--- src/design/lobm_pkg.sv ---
// Shared types and constants for the limit order book matcher.
package lobm_pkg;

   localparam int DEF_PRICE_LEVELS = 1024;
   localparam int DEF_QUEUE_DEPTH  = 16;
   localparam int ID_W             = 32;
   localparam int VOL_W            = 32;
   localparam int TICK_W           = 10;

   localparam logic SIDE_BUY  = 1'b0;
   localparam logic SIDE_SELL = 1'b1;

   typedef enum logic [1:0] {
      KIND_FILL   = 2'd0,
      KIND_DONE   = 2'd1,
      KIND_REST   = 2'd2,
      KIND_REJECT = 2'd3
   } kind_type;

   typedef enum logic [3:0] {
      S_CLEAR,
      S_IDLE,
      S_LVL,
      S_QRD,
      S_FILL,
      S_SCAN,
      S_OWN_ISSUE,
      S_OWN_DATA,
      S_DONE
   } state_type;

   typedef struct packed {
      logic [ID_W-1:0]  id;
      logic [VOL_W-1:0] vol;
   } q_entry_type;

   typedef struct packed {
      logic             lt;    // taker volume below maker volume
      logic [VOL_W-1:0] fill;  // smaller of the two
      logic [VOL_W-1:0] diff;  // larger minus smaller
   } alu_res_type;

endpackage

--- src/design/lobm_alu.sv ---
// Shared volume compare and subtract unit.
module lobm_alu
   import lobm_pkg::*;
(
   input  logic [VOL_W-1:0] taker_vol,
   input  logic [VOL_W-1:0] maker_vol,
   output alu_res_type      res
);

   always_comb begin
      res.lt   = taker_vol < maker_vol;
      res.fill = res.lt ? taker_vol : maker_vol;
      res.diff = res.lt ? (maker_vol - taker_vol) : (taker_vol - maker_vol);
   end

endmodule

--- config.mk ---
export PLATFORM = sky130hd
export DESIGN_NAME = lobm_alu
export DESIGN_NICKNAME = d
export VERILOG_FILES = /design/src/design/lobm_pkg.sv /design/src/design/lobm_alu.sv
export SDC_FILE = /design/constraint.sdc
export NUM_CORES = 1
export LEC_CHECK = 0
export BUFFER_PORTS_ARGS = -buffer_cell sky130_fd_sc_hd__clkbuf_2
export CAP_MARGIN = 15
export CORE_MARGIN = 8
export CORE_UTILIZATION = 50
export DETAILED_ROUTE_END_ITERATION = 8
export GPL_TIMING_DRIVEN = 0
export PLACE_DENSITY = 0.78
export SLEW_MARGIN = 10
export SYNTH_ARGS = -nofsm -noshare
export SYNTH_HDL_FRONTEND = slang
export SYNTH_SLANG_ARGS = --single-unit
--- constraint.sdc ---
create_clock -name vclk -period 7.65
set_input_delay 1.53 -clock vclk [all_inputs]
set_output_delay 1.53 -clock vclk [all_outputs]
set_load 0.02 [all_outputs]
---- Yosys cells after proc, flatten, opt, wreduce, memory -nomap -nowiden ----
Index checks and enable logic that the tools add are counted.
word-level totals
  register bits ........................... 0
  bits in latches ......................... 0
  RAM bits ................................ 0
  memory bits (read-only) ................. 0
  word-level logic and storage cells ...... 5
  memories kept ........................... 0
cells by class
  add/sub/neg operators ................... 2
  $mul .................................... 0
  div/mod/pow operators ................... 0
  order comparisons ....................... 1
  equal/unequal tests ..................... 0
  shifts and indexed selects .............. 0
  mux-type cells .......................... 2
  bitwise gates (word level) .............. 0
  reduce and logical (&&, ||, !) cells .... 0
operator list
  kind            count
  $mux 32         2
  $sub 32x32->32  2
  $lt 32x32->1    1

---- Depth between registers and ports, before layout ----
Gate-level depths: netlist of run 1.
  depth after elaboration ................. 2
  gate-level depth with buffers ........... 14
  mapped depth without buffers ............ 12

---- Worst setup path before layout of run 1 ----
Ideal clock, no wire load.
  path type ............................... input -> output
  start ................................... in taker_vol[0]
  end ..................................... out res[29] (netlist name)
  arrival ................................. 4.098 ns
  slack ................................... 2.022 ns
  stages .................................. 12
  cells stage by stage .................... inv_1 > ha_1 > fa_1 > nor2b_4 > o31a_1 > a31o_4 > o211ai_4 > a211o_4 > nand2_8 > buf_4 > o211ai_1 > a211oi_1
RTL lines
  element             line           text
  start: declaration  lobm_alu.sv:5  input logic [VOL_W-1:0] taker_vol,
  end: declaration    lobm_alu.sv:7  output alu_res_type res

==> results of run 1 <==
[cell families after synthesis]
family                     after synthesis
AOI/OAI and AO/OA                      248
xor gates and xnor gates                29
adders and majority gates               67
buffers and inverters                  106
muxes                                   20
and+or+nand+nor                        151
[worst max path at each step]
| stage | startpoint | end | slack [ns] | cells past startpoint |
|---|---|---|---|---|
| final | taker_vol[3] | res[19] | 1.55 | 12 |
| after global routing | taker_vol[3] | res[19] | 1.38 | 12 |
| after CTS | taker_vol[3] | res[19] | 1.65 | 12 |
| after detailed placement | taker_vol[19] | res[17] | 1.67 | 15 |
| after global placement | taker_vol[0] | res[29] | 1.70 | 14 |
| after floorplan | taker_vol[0] | res[29] | 2.02 | 12 |
[metrics by stage]
stage	worst slack (ns)	hold WS [ns]	instance area, um^2	power [mW]	util, %
CTS	1.65	3.41	4870	0.559	60.1
global route	1.38	3.43	4870	0.611	60.1
detailed placement	1.67	3.40	4870	0.556	60.1
global placement	1.70	3.40	4870	0.550	60.1
finish	1.55	3.40	4870	0.562	60.1
floorplan	2.02	3.24	4090	0.382	-
[power by group]
part           switching (mW)  leakage (nW)  total (mW)  internal (mW)
clock                       0             0           0              0
combinational           0.363          2.66       0.562          0.199
sequential                  0             0           0              0
[metal layers]
metal	share of wire [%]	up-vias	track usage, %
met5	0	-	0
met4	1.6	0	4.12
li1	-	2466	-
met2	47	206	43.2
met3	7.5	16	3.39
met1	44	2296	31.1
[cell type report]
cell class | count | area share, %
Buffer | 32 | 3.83
Inverter | 74 | 5.81
Multi-Input combinational cell | 515 | 74.4
Tap cell | 105 | 2.70
Timing Repair Buffer | 129 | 13.3
[placed cells by master, fill, tap and decap left out, drive strengths merged, types with 7 or more instances in the layout]
master,n
nand3,11
nand2,69
buf,28
clkbuf,133
xnor2,13
xor2,16
o21ai,74
mux2i,20
ha,65
o21a,7
a21o,28
a21oi,74
nor3,7
nor2,34
inv,74
nand4,9
==> summary.txt, run 1 <==
Status = completed
CP top delay family = compound AO/OA/AOI/OAI gates
Area contributors post-synth = sky130_fd_sc_hd__ha_1 (20%), sky130_fd_sc_hd__a21oi_1 (8.7%), sky130_fd_sc_hd__o21ai_0 (7.2%)
Worst hold path startpoint = taker_vol[31]
Crit start category = primary input
Effective utilization at floorplan = 50.5%
# clk buffers = 0
Total count of max-transition violations in the final report = 0
Final sequential cell count = 0
Number of setup buffers added after CTS = 0
Max-capacitance violation count = 0
Mux contribution to synthesized area = 4.89%
Count leader, synth = sky130_fd_sc_hd__inv_1
Worst IR drop on VDD = 0.0634 mV
Post-synthesis cell type count = 69
Pin count of the biggest net entering global routing = 11
Resized Gates After CTS = 0
Number of antenna repair diodes = 0
Worst setup EP type = output port
Setup Crit Path Kind = primary input to output port
Footprint of the multi-input gates = 0.00362 mm^2
Die outline height = 106 um
Buf+Inv Stages, Crit Path = 4
Detailed-route vias per instance = 5.83
Final ANT Viol Nets = 0
Die outline area = 0.0113 mm^2
Final cell count without fillers = 855
Last weighted congestion value of the routability-driven placer = 0.914
Main combinational cell family by area after synthesis = compound AO/OA/AOI/OAI gates
Post-synthesis simple-gate area fraction = 17.2%
DRT iter0 DRCs = 337
Cell count of the worst hold path = 4
Cell type contributing the most total cell area after synthesis = sky130_fd_sc_hd__ha_1
Complex-gate fraction of the synthesized area = 39.4%
Fmax = 164 MHz
Headroom to the max-slew limit = 35.2%
Final Hold Fails = 0
Area fraction of the dominant cell type after synthesis = 19.9%
Placeable Area = 0.00809 mm^2
Width of the die = 106 um
Io pins = 129
RSZ-0062 raised after global routing = false
Initial antenna violation count = 0
Final-stage net count = 883
Slowest cell delay on critical path = 0.71 ns
Wire length of the first global-routing pass = 23600 um
Overflow after GRT = 0
Arrival time at the worst endpoint = 4.57 ns
Aggregate global-route resource usage = 24.5%
Crit path cell chain = clkbuf_2 -> inv_1 -> ha_1 -> buf_2 -> nand3_1 -> o21ai_0 -> a21boi_0 -> o41ai_1 -> a21boi_0 -> mux2i_1 -> xor2_1 -> clkbuf_2
Fraction of final layout cells with drive strength greater than 1 = 23.7%
DP Wirelength = 12500 um
Cells after Synth = 621
Master of the slowest instance on the critical path = sky130_fd_sc_hd__o41ai_1
Synthesis-to-finish area growth = 19.0%
Pwr Density = 115 mW/mm^2
Leak Pwr = 2.66 nW
Setup total negative slack = 0 ns
Fin crit share = 79.8%
Final number of setup-violating endpoints = 0
Fraction of the yosys area taken by sequential cells = 0%
Arithmetic-cell share of the synthesized area counting full adders, half adders and majority gates = 20.9%
Commonest cells in the netlist = sky130_fd_sc_hd__inv_1 (73), sky130_fd_sc_hd__a21oi_1 (71), sky130_fd_sc_hd__nand2_1 (68)
Post-Synth XOR/XNOR Area = 6.21%
Top fanout value on the critical path = 8
Slew of the pin with the lowest slew margin = 0.964 ns
Synthesized area = 0.00409 mm^2
Hold Buf Count CTS = 0
Via count of the first global-routing pass = 4839
Count of input and output buffers = 129
First-pass iteration count of the detailed router = 4
Fillers = 822
Routed wire length per instance = 17.1 um
DRT Wirelength = 14600 um
End point of the worst hold path = res[63]
Count of standard-cell rows = 33
Minimum period implied by the final worst setup slack = 6.10 ns
Sequential Area = 0 um^2
Routed vias = 4984
CP Data Required Time = 6.12 ns
Placed instance count = 855
Average footprint of a synthesized cell = 6.59 um^2
Tightest Hold Check Type = primary input to output port
Remaining DRCs = 0
Number of warnings printed during yosys synthesis = 0
Syn_nets = 752
No activity file was read; power rests on OpenSTA's default activity.
==> run 2: changes to the inputs <==
--- a/config.mk
+++ b/config.mk
@@ -11,7 +11,7 @@
 export CORE_UTILIZATION = 50
 export DETAILED_ROUTE_END_ITERATION = 8
 export GPL_TIMING_DRIVEN = 0
-export PLACE_DENSITY = 0.78
+export PLACE_DENSITY = 0.82
 export SLEW_MARGIN = 10
 export SYNTH_ARGS = -nofsm -noshare
 export SYNTH_HDL_FRONTEND = slang
==> constraint.sdc (replaced) <==
create_clock -name vclk -period 5.6
set_input_delay 1.12 -clock vclk [all_inputs]
set_output_delay 1.12 -clock vclk [all_outputs]
set_load 0.02 [all_outputs]
==> run 2 against run 1 <==
Compared with the run above:
- worst setup slack worse by 1.2 ns
- first-iteration DRC count is 17% lower
- sequential cell count stayed put
- wire length is 2.1% lower
- critical endpoint is now res[31]
- largest cell class unchanged
- largest power group unchanged
==> summary.txt, run 2 (synthesized netlist as in run 1, its figures left out) <==
Arrival time at the worst endpoint = 4.16 ns
Initial antenna violation count = 0
First-pass iteration count of the detailed router = 5
Fmax = 190 MHz
Routed wire length per instance = 16.7 um
Total count of max-transition violations in the final report = 0
Most common library cell in the layout ignoring fill and taps = sky130_fd_sc_hd__clkbuf_2
Pin count of the biggest net entering global routing = 11
Max-capacitance violation count = 0
Via count of the first global-routing pass = 4772
Setup slack after layout = 0.324 ns
Placeable Area = 0.00809 mm^2
Sequential Area = 0 um^2
Pwr Density = 157 mW/mm^2
Number of antenna repair diodes = 0
DRT Wirelength = 14300 um
Minimum period implied by the final worst setup slack = 5.28 ns
Die outline height = 106 um
Hold Buf Count CTS = 0
Final number of setup-violating endpoints = 0
Final Hold Fails = 0
RSZ-0062 raised after global routing = false
Leak Pwr = 2.66 nW
Tightest Hold Check Type = primary input to output port
Effective utilization at floorplan = 50.5%
Overflow after GRT = 0
Slew of the pin with the lowest slew margin = 0.991 ns
Count of standard-cell rows = 33
Final sequential cell count = 0
Setup total negative slack = 0 ns
Headroom to the max-slew limit = 33.3%
Crit start category = primary input
DP Wirelength = 12300 um
Setup slack after placement = 0.415 ns
Detailed-route vias per instance = 5.80
Overall Power = 765 uW
Die outline area = 0.0113 mm^2
Last weighted congestion value of the routability-driven placer = 0.932
Top fanout value on the critical path = 8
Setup Crit Path Kind = primary input to output port
Width of the die = 106 um
Number of setup buffers added after CTS = 0
Status = completed
Fin crit share = 94.2%
Worst setup EP type = output port
Synthesis-to-finish area growth = 19.0%
Final ANT Viol Nets = 0
DRT iter0 DRCs = 280
# clk buffers = 0
Routed vias = 4961
Remaining DRCs = 0
Aggregate global-route resource usage = 23.9%
Resized Gates After CTS = 0
Fraction of final layout cells with drive strength greater than 1 = 23.7%
Worst IR drop on VDD = 0.105 mV
Io pins = 129
CP Data Required Time = 4.48 ns
Commonest cells after routing, fill and taps aside = sky130_fd_sc_hd__clkbuf_2 (129), sky130_fd_sc_hd__inv_1 (73), sky130_fd_sc_hd__a21oi_1 (71)
Count of input and output buffers = 129
Wire length of the first global-routing pass = 23200 um
Final-stage net count = 883
-- run 2: cell counts in the layout (fill, tap and decap cells not counted) --
No cell type changed its count.
-- run 2: where the power goes --
part	total (mW)	leakage, nW	internal (mW)	switching, mW
combinational	0.765	2.66	0.272	0.493
clock	0	0	0	0
sequential	0	0	0	0
-- run 2: final timing paths --
check                 endpoint  cells after the start  slack (ns)           from
worst max-delay path   res[31]                     13        0.32   taker_vol[3]
worst min-delay path   res[63]                      4        2.58  taker_vol[31]
-- run 2: cell type report --
type                       count  area (um^2)
fill                         829         3230
tap                          105          131
timing repair buffer         129          646
inverter                      74          283
multi-input combinational    515         3620
buffer                        32          186
-- run 2: through the flow --
step / instances / utilization, % / instance area, um^2 / hold WS [ns]
floorplan: 621 / - / 4090 / 2.42
global placement: 855 / 60.1 / 4870 / 2.58
detailed placement: 855 / 60.1 / 4870 / 2.58
CTS: 855 / 60.1 / 4870 / 2.59
global route: 855 / 60.1 / 4870 / 2.60
finish: 855 / 60.1 / 4870 / 2.58
-- run 2: worst max-delay path, cell delays in order --
cell and delay [ns]:
sky130_fd_sc_hd__clkbuf_2 0.10, sky130_fd_sc_hd__inv_1 0.04, sky130_fd_sc_hd__ha_1 0.27, sky130_fd_sc_hd__buf_2 0.17, sky130_fd_sc_hd__a21o_1 0.19, sky130_fd_sc_hd__a21oi_1 0.16, sky130_fd_sc_hd__o21ai_0 0.22, sky130_fd_sc_hd__a21boi_0 0.85
sky130_fd_sc_hd__o2111a_1 0.37, sky130_fd_sc_hd__o41ai_1 0.09, sky130_fd_sc_hd__mux2i_1 0.22, sky130_fd_sc_hd__xnor2_1 0.15, sky130_fd_sc_hd__clkbuf_2 0.19
-- run 2: metal layers --
layer,up-vias,part of all wire (%),global-route usage (%)
li1,2471,-,-
met3,13,5.1,2.12
met2,163,48,41.7
met1,2314,46,31.8
met4,0,1.2,2.61
met5,-,0,0
